**config.mk**
```make
export PLATFORM = sky130hd
export DESIGN_NAME = positional_list_store_core
export DESIGN_NICKNAME = d
export VERILOG_FILES = /design/src/pls_pkg.sv /design/src/pls_ctrl.sv /design/src/pls_dp.sv /design/src/positional_list_store_core.sv
export SDC_FILE = /design/constraint.sdc
export NUM_CORES = 1
export LEC_CHECK = 0
export ABC_AREA = 0
export BUFFER_PORTS_ARGS = -buffer_cell sky130_fd_sc_hd__buf_4
export CAP_MARGIN = 20
export CORE_UTILIZATION = 57
export CTS_CLUSTER_SIZE = 28
export DETAILED_ROUTE_END_ITERATION = 8
export PLACE_DENSITY = 0.78
export SLEW_MARGIN = 20
export SYNTH_ARGS = -nofsm -noshare
export SYNTH_HDL_FRONTEND = slang
export SYNTH_SLANG_ARGS = --single-unit
```
**constraint.sdc**
```tcl
create_clock -name i_clk -period 5.13 [get_ports i_clk]
set_input_delay 1.026 -clock i_clk [delete_from_list [all_inputs] [get_ports i_clk]]
set_output_delay 1.026 -clock i_clk [all_outputs]
set_load 0.05 [all_outputs]
```
**src/pls_pkg.sv**
```systemverilog
// shared types, opcodes and sizes for the positional list store
package pls_pkg;

    // list capacity and derived widths
    localparam int DEPTH = 16;
    localparam int CNT_W = $clog2(DEPTH + 1);
    localparam int IDX_W = $clog2(DEPTH);
    localparam int POS_W = 4;
    localparam int CMP_W = (CNT_W > POS_W) ? CNT_W : POS_W;
    localparam int VAL_W = 32;

    // opcodes, code 7 is unused and acts as a no-op
    typedef enum logic [2:0] {
        OP_PUSH_FRONT = 3'd0,
        OP_PUSH_BACK  = 3'd1,
        OP_INS_AFTER  = 3'd2,
        OP_POP_FRONT  = 3'd3,
        OP_POP_BACK   = 3'd4,
        OP_DEL_AT     = 3'd5,
        OP_READ_ALL   = 3'd6
    } t_op;

    // result status codes
    typedef enum logic [1:0] {
        ST_OK    = 2'd0,
        ST_EMPTY = 2'd1,
        ST_POS   = 2'd2,
        ST_FULL  = 2'd3
    } t_status;

    // input transfer payload
    typedef struct packed {
        logic [2:0]              opcode;
        logic [POS_W-1:0]        position;
        logic signed [VAL_W-1:0] value;
    } t_in_item;

    // output transfer payload
    typedef struct packed {
        logic [1:0]              status;
        logic signed [VAL_W-1:0] read_value;
        logic                    has_value;
        logic                    last;
    } t_out_item;

    // controller to datapath commands
    typedef struct packed {
        logic capture;
        logic exec;
        logic rd_load;
    } t_dp_cmd;

    // datapath to controller status
    typedef struct packed {
        logic read_nonempty;
        logic rd_last;
    } t_dp_stat;

endpackage

```
**src/pls_ctrl.sv**
```systemverilog
// controller state machine for the positional list store
module pls_ctrl (
    input  logic             i_clk,
    input  logic             i_rst_n,
    input  logic             i_in_valid,
    input  logic             i_out_stall,
    input  pls_pkg::t_dp_stat i_stat,
    output pls_pkg::t_dp_cmd  o_cmd,
    output logic             o_in_stall,
    output logic             o_out_valid
);
    import pls_pkg::*;

    typedef enum logic [2:0] {
        S_IDLE = 3'b001,
        S_EXEC = 3'b010,
        S_READ = 3'b100
    } t_state;

    t_state r_state, n_state;
    logic   r_out_valid, n_out_valid;
    logic   out_free;

    // output register can take a new result this cycle
    assign out_free = !r_out_valid || !i_out_stall;

    // next state and commands
    always_comb begin
        n_state = r_state;
        o_cmd   = '0;
        case (r_state)
            S_IDLE: begin
                if (i_in_valid) begin
                    o_cmd.capture = 1'b1;
                    n_state       = S_EXEC;
                end
            end
            S_EXEC: begin
                if (i_stat.read_nonempty) begin
                    n_state = S_READ;
                end else if (out_free) begin
                    o_cmd.exec = 1'b1;
                    n_state    = S_IDLE;
                end
            end
            S_READ: begin
                if (out_free) begin
                    o_cmd.rd_load = 1'b1;
                    if (i_stat.rd_last) begin
                        n_state = S_IDLE;
                    end
                end
            end
            default: begin
                n_state = S_IDLE;
            end
        endcase
    end

    // output valid holds while stalled, sets on each new result
    assign n_out_valid = (r_out_valid && i_out_stall) || o_cmd.exec || o_cmd.rd_load;

    always_ff @(posedge i_clk) begin
        if (!i_rst_n) begin
            r_state     <= S_IDLE;
            r_out_valid <= 1'b0;
        end else begin
            r_state     <= n_state;
            r_out_valid <= n_out_valid;
        end
    end

    assign o_in_stall  = (r_state != S_IDLE);
    assign o_out_valid = r_out_valid;

endmodule

```
**src/pls_dp.sv**
```systemverilog
// datapath: entry registers, count, readout index and result register
module pls_dp (
    input  logic              i_clk,
    input  logic              i_rst_n,
    input  pls_pkg::t_in_item i_item,
    input  pls_pkg::t_dp_cmd  i_cmd,
    output pls_pkg::t_dp_stat o_stat,
    output pls_pkg::t_out_item o_item
);
    import pls_pkg::*;

    t_in_item                r_item;
    logic signed [VAL_W-1:0] r_entries [DEPTH];
    logic signed [VAL_W-1:0] n_entries [DEPTH];
    logic [CNT_W-1:0]        r_count, n_count;
    logic [IDX_W-1:0]        r_idx;
    t_out_item               r_out;

    logic             is_empty, is_full, pos_bad;
    logic [CMP_W-1:0] pos_ext, cnt_ext, pos_inc;
    logic [CNT_W-1:0] at_idx;
    logic             do_ins, do_del;
    t_status          status;

    // checks on the captured item
    assign is_empty = (r_count == '0);
    assign is_full  = (r_count == CNT_W'(DEPTH));
    assign pos_ext  = CMP_W'(r_item.position);
    assign cnt_ext  = CMP_W'(r_count);
    assign pos_bad  = (pos_ext >= cnt_ext);
    assign pos_inc  = pos_ext + CMP_W'(1);

    // decode operation, status and target index
    always_comb begin
        status = ST_OK;
        do_ins = 1'b0;
        do_del = 1'b0;
        at_idx = '0;
        n_count = r_count;
        case (t_op'(r_item.opcode))
            OP_PUSH_FRONT: begin
                if (is_full) status = ST_FULL;
                else do_ins = 1'b1;
            end
            OP_PUSH_BACK: begin
                at_idx = r_count;
                if (is_full) status = ST_FULL;
                else do_ins = 1'b1;
            end
            OP_INS_AFTER: begin
                at_idx = CNT_W'(pos_inc);
                if (is_empty) status = ST_EMPTY;
                else if (pos_bad) status = ST_POS;
                else if (is_full) status = ST_FULL;
                else do_ins = 1'b1;
            end
            OP_POP_FRONT: begin
                if (is_empty) status = ST_EMPTY;
                else do_del = 1'b1;
            end
            OP_POP_BACK: begin
                if (is_empty) status = ST_EMPTY;
                else n_count = r_count - CNT_W'(1);
            end
            OP_DEL_AT: begin
                at_idx = CNT_W'(pos_ext);
                if (is_empty) status = ST_EMPTY;
                else if (pos_bad) status = ST_POS;
                else do_del = 1'b1;
            end
            default: begin
                status = ST_OK;
            end
        endcase
        if (do_ins) n_count = r_count + CNT_W'(1);
        if (do_del) n_count = r_count - CNT_W'(1);
    end

    // per-entry shift for insert and delete
    always_comb begin
        for (int i = 0; i < DEPTH; i++) begin
            n_entries[i] = r_entries[i];
            if (do_ins) begin
                if (CNT_W'(i) == at_idx) begin
                    n_entries[i] = r_item.value;
                end else if (i > 0 && CNT_W'(i) > at_idx) begin
                    n_entries[i] = r_entries[(i > 0) ? i - 1 : 0];
                end
            end else if (do_del) begin
                if (i < DEPTH - 1 && CNT_W'(i) >= at_idx) begin
                    n_entries[i] = r_entries[(i < DEPTH - 1) ? i + 1 : i];
                end
            end
        end
    end

    // status back to the controller
    assign o_stat.read_nonempty = (t_op'(r_item.opcode) == OP_READ_ALL) && !is_empty;
    assign o_stat.rd_last       = ((CNT_W'(r_idx) + CNT_W'(1)) == r_count);

    // count is control state
    always_ff @(posedge i_clk) begin
        if (!i_rst_n) begin
            r_count <= '0;
        end else if (i_cmd.exec) begin
            r_count <= n_count;
        end
    end

    // payload registers
    always_ff @(posedge i_clk) begin
        if (i_cmd.capture) begin
            r_item <= i_item;
            r_idx  <= '0;
        end
        if (i_cmd.exec) begin
            r_entries        <= n_entries;
            r_out.status     <= status;
            r_out.read_value <= '0;
            r_out.has_value  <= 1'b0;
            r_out.last       <= 1'b1;
        end
        if (i_cmd.rd_load) begin
            r_out.status     <= ST_OK;
            r_out.read_value <= r_entries[r_idx];
            r_out.has_value  <= 1'b1;
            r_out.last       <= o_stat.rd_last;
            r_idx            <= r_idx + IDX_W'(1);
        end
    end

    assign o_item = r_out;

endmodule

```
**src/positional_list_store_core.sv**
```systemverilog
// top level of the positional list store
// Ordered list of up to DEPTH signed 32-bit entries held front to back in
// registers. Every operation except readout gives a single result: the item
// is captured at the input transfer, then the list shifts by one place in
// parallel where the operation needs it and the result is loaded into the
// output register once that register is free. Readout of n entries passes
// through the decode state and then gives n result transfers, one per cycle
// while the output is not stalled, read through a single index counter; an
// empty list gives one result like any other operation. Output stall on a
// full output register holds back the next result. Input is stalled until
// the last result of the current item is in the output register, and the
// output register holds a result under output stall while the next item is
// taken. Failed operations report a status and leave the list as it was.
module positional_list_store_core (
    input  logic                i_clk,
    input  logic                i_rst_n,
    input  logic                i_in_valid,
    output logic                o_in_stall,
    input  pls_pkg::t_in_item   i_in_item,
    output logic                o_out_valid,
    input  logic                i_out_stall,
    output pls_pkg::t_out_item  o_out_item
);
    import pls_pkg::*;

    t_dp_cmd  cmd;
    t_dp_stat stat;

    // sequencing
    pls_ctrl u_ctrl (
        .i_clk       (i_clk),
        .i_rst_n     (i_rst_n),
        .i_in_valid  (i_in_valid),
        .i_out_stall (i_out_stall),
        .i_stat      (stat),
        .o_cmd       (cmd),
        .o_in_stall  (o_in_stall),
        .o_out_valid (o_out_valid)
    );

    // list storage and result
    pls_dp u_dp (
        .i_clk   (i_clk),
        .i_rst_n (i_rst_n),
        .i_item  (i_in_item),
        .i_cmd   (cmd),
        .o_stat  (stat),
        .o_item  (o_out_item)
    );

endmodule
```
==> flow_summary.ini <==
[setup_path]
crit-reg2reg-capture = u_dp.r_entries[24]$_DFFE_PP_
r2r.worst_path.cells = 7
worst-endpoint-arrival_ns = 4.59
critical_path.startpoint_type = flip-flop
crit_fanout = 21
timing_worst_setup_path_type = reg -> reg
regToRegSetupSlack_ns = 0.90
timing.critical_path.required_ns = 5.49
regToRegStartpoint = u_dp.r_item[38]$_DFFE_PP_
kind_of_end_point_of_the_critical_path = flip-flop

[sta]
setup_viol_count_final = 0
fin_worst_hold_slack_ns = 0.4710
finalWorstPathRequiredPeriod_ns = 4.230
worst-slew-pin-transition_ns = 1.130
clock_skew_ns = 0.02353
final.setup.worst_slack_ns = 0.8998
fmax_mhz = 236.4
setup_total_negative_slack_ns = 0
maxSlewHeadroom_pct = 24.48
final-hold-violation-count = 0
timing.final.max_slew_violations = 0
rsz0062_at_grt = false
post-route-period-util_pct = 82.46

[floorplan]
start_util_pct = 57.54
die_y_microns = 243.1
fp.coreArea_sq_mm = 0.05759
top_level_ports = 81
die-width_microns = 243.1
placementRows = 88
dieArea_sq_mm = 0.05910

[clocking]
cts-hold-fix-buffers = 0
cts_made_buffers = 67
insertion_delay_ns = 0.61
htree_num_levels = 3
ctsRootBufferMaster = sky130_fd_sc_hd__clkbuf_16
tritoncts_clock_tree = done
clock-sinks = 600
cts-resized-gates = 0
clk_pin_slew_ns = 0.06
clock_path_buffers = 3
post_cts.repair.setup_buffers = 0

[job]
drv.max_cap_violation_count = 0

[pwr]
static-leakage-power_nw = 12.19
power_frac_seq_pct = 50.2
switching_share_pct = 23.91
internal_power_contribution_mw = 8.347
p_per_area_mw_per_mm2 = 301.6
ir_drop_worst_case_vdd_v = 0.0002832
combinationalPowerShare_pct = 8.8
clock_power_share_pct = 41.0
net-switching-power_mw = 2.622

[place]
routabilityCongestion = 0.8740
pre_cts_slack_ns = 1.004
io_buffer_count = 80
area_post_placement_sq_mm = 0.03437
detailedPlacementHpwl_mm = 54.60

[final_layout]
stdcell_area_sq_mm = 0.03637
final_net_count = 2721
areaGrowthSynthToFinish_pct = 9.773
drive_gt1_share_pct = 19.79

[synth]
yosys_most_used_dff = sky130_fd_sc_hd__edfxtp_1
synth_area_leaders = sky130_fd_sc_hd__edfxtp_1 (53%), sky130_fd_sc_hd__mux4_2 (11%), sky130_fd_sc_hd__mux2i_1 (7.0%)
synth_cell_type_count = 61
synthCells = 2714
yosys_warnings = 0
mean_area_per_synthesized_cell_sq_um = 12.21
mapped_area_sq_mm = 0.03313
yosysSeqAreaShare_pct = 54.02
yosysMostFrequentCell = sky130_fd_sc_hd__edfxtp_1
synth_largest_area_cell = sky130_fd_sc_hd__edfxtp_1
postSynthRegisterBits = 600
syn-num-nets = 2766
synthArstFlopShare_pct = 0
synthDominantCellAreaShare_pct = 53.29
synth_common_cells = sky130_fd_sc_hd__edfxtp_1 (588), sky130_fd_sc_hd__nand2_1 (553), sky130_fd_sc_hd__mux2i_1 (232)
synth-edff-count = 588

[route]
dr.pass1.iters = 6
drc_errors = 0
initialDrtViolationCount = 3407
drt_wl_total_mm = 93.40
drt.antenna.violating_nets = 0
routedWlPerCell_microns = 26.85
vias_per_cell = 6.954
via_count = 24190

[global_routing]
grt.total_usage_pct = 31.48
antenna_found_initial = 0
gr-total-overflow = 0
pin_count_of_the_biggest_net_entering_global_routing = 220
grt_pass1_wl_mm = 141.7
via_count_of_the_first_global_routing_pass = 23420

[min_path]
worst_hold_path_type = reg -> reg
hold_path_depth = 2
min_from = u_dp.o_item[1]$_SDFFE_PP1P_
min_to = u_dp.o_item[1]$_SDFFE_PP1P_

[status]
status = finished clean
power by group through the flow:
| stage | logic (mW) | clock network [mW] | registers, mW |
|---|---|---|---|
| global route | 1.03 | 4.73 | 5.51 |
| floorplan | 0.715 | 0 | 5.57 |
| finish | 0.965 | 4.50 | 5.50 |
| CTS | 0.951 | 4.53 | 5.50 |
| global placement | 0.918 | 0 | 5.60 |
| detailed placement | 0.948 | 0 | 5.60 |
worst max path at each step:
| stage | start | endpoint | slack, ns |
|---|---|---|---|
| after floorplan | u_dp.cnt_ext[2]$_SDFFE_PN0P_ | u_dp.r_entries[0]$_DFFE_PP_ | 0.38 |
| after detailed placement | u_dp.r_item[38]$_DFFE_PP_ | u_dp.r_entries[27]$_DFFE_PP_ | 1.00 |
| final | u_dp.r_item[38]$_DFFE_PP_ | u_dp.r_entries[24]$_DFFE_PP_ | 0.90 |
| after global placement | u_dp.r_item[38]$_DFFE_PP_ | u_dp.r_entries[20]$_DFFE_PP_ | 1.05 |
| after CTS | u_dp.r_item[38]$_DFFE_PP_ | u_dp.r_entries[24]$_DFFE_PP_ | 0.98 |
| after global routing | u_dp.r_item[38]$_DFFE_PP_ | u_dp.r_entries[26]$_DFFE_PP_ | 0.80 |
critical path, cell delays in order, from the launching register on:
cell,delay (ns)
sky130_fd_sc_hd__edfxtp_1,0.62
sky130_fd_sc_hd__nand2b_1,0.33
sky130_fd_sc_hd__o32ai_2,0.81
sky130_fd_sc_hd__nand2_2,0.23
sky130_fd_sc_hd__nor2_1,0.34
sky130_fd_sc_hd__nand3_2,0.80
sky130_fd_sc_hd__buf_4,0.53
sky130_fd_sc_hd__mux2_2,0.30
metrics by stage:
step                      power (mW)  utilization, %  std cells
after floorplan                6.281               -       2714
after global placement         6.519           59.69       3364
after detailed placement       6.551           59.69       3364
after CTS                      10.99           63.11       3477
after global routing           11.26           63.15       3478
final                          10.97           63.16       3479
logic make-up after synthesis:
logic type	share of synthesized area, %
AND/OR/NAND/NOR	12.40
flip-flops	54.02
AO/OA/AOI/OAI	10.05
multiplexers	18.97
buffers and inverters	3.909
XOR/XNOR	0.3172
adder cells (fa/ha/maj)	0.3399
area by class of cell:
type | count | area, sq um
Inverter | 11 | 41.29
Fill cell | 4214 | 21220
Timing Repair Buffer | 152 | 1345
Clock inverter | 29 | 186.4
Sequential cell | 600 | 17900
Antenna cell | 1 | 2.502
Clock buffer | 84 | 1783
Multi-Input combinational cell | 1837 | 14160
Tap cell | 765 | 957.2
sequential cells by signal, indices dropped and copies added, names as in the netlist:
signal              count
u_dp.o_item            36
u_dp.pos_ext            4
u_dp.r_entries        512
u_ctrl.r_state          3
u_dp.cnt_ext            5
u_dp.r_idx              4
u_ctrl.o_out_valid      1
u_dp.r_item            35
metal layers:
metal / up-vias / track usage (%) / wire (microns)
met1: 11950 / 42.51 / 35520
met5: - / 0 / 0
met3: 272 / 6.048 / 9646
met4: 0 / 13.58 / 4172
li1: 10320 / - / -
met2: 1657 / 49.95 / 44060
layout by cell type, fill, tap and decap left out, types with 33 or more instances in the layout:
cell type and count:
sky130_fd_sc_hd__clkbuf_16 69, sky130_fd_sc_hd__and3_1 33, sky130_fd_sc_hd__o211ai_1 193, sky130_fd_sc_hd__o21ai_0 85
sky130_fd_sc_hd__mux2i_1 232, sky130_fd_sc_hd__nand2_1 552, sky130_fd_sc_hd__edfxtp_1 588, sky130_fd_sc_hd__nand3_1 203
sky130_fd_sc_hd__o21ai_1 150, sky130_fd_sc_hd__buf_4 135, sky130_fd_sc_hd__mux4_2 160
Note: power is estimated with default switching activity, not from simulation.
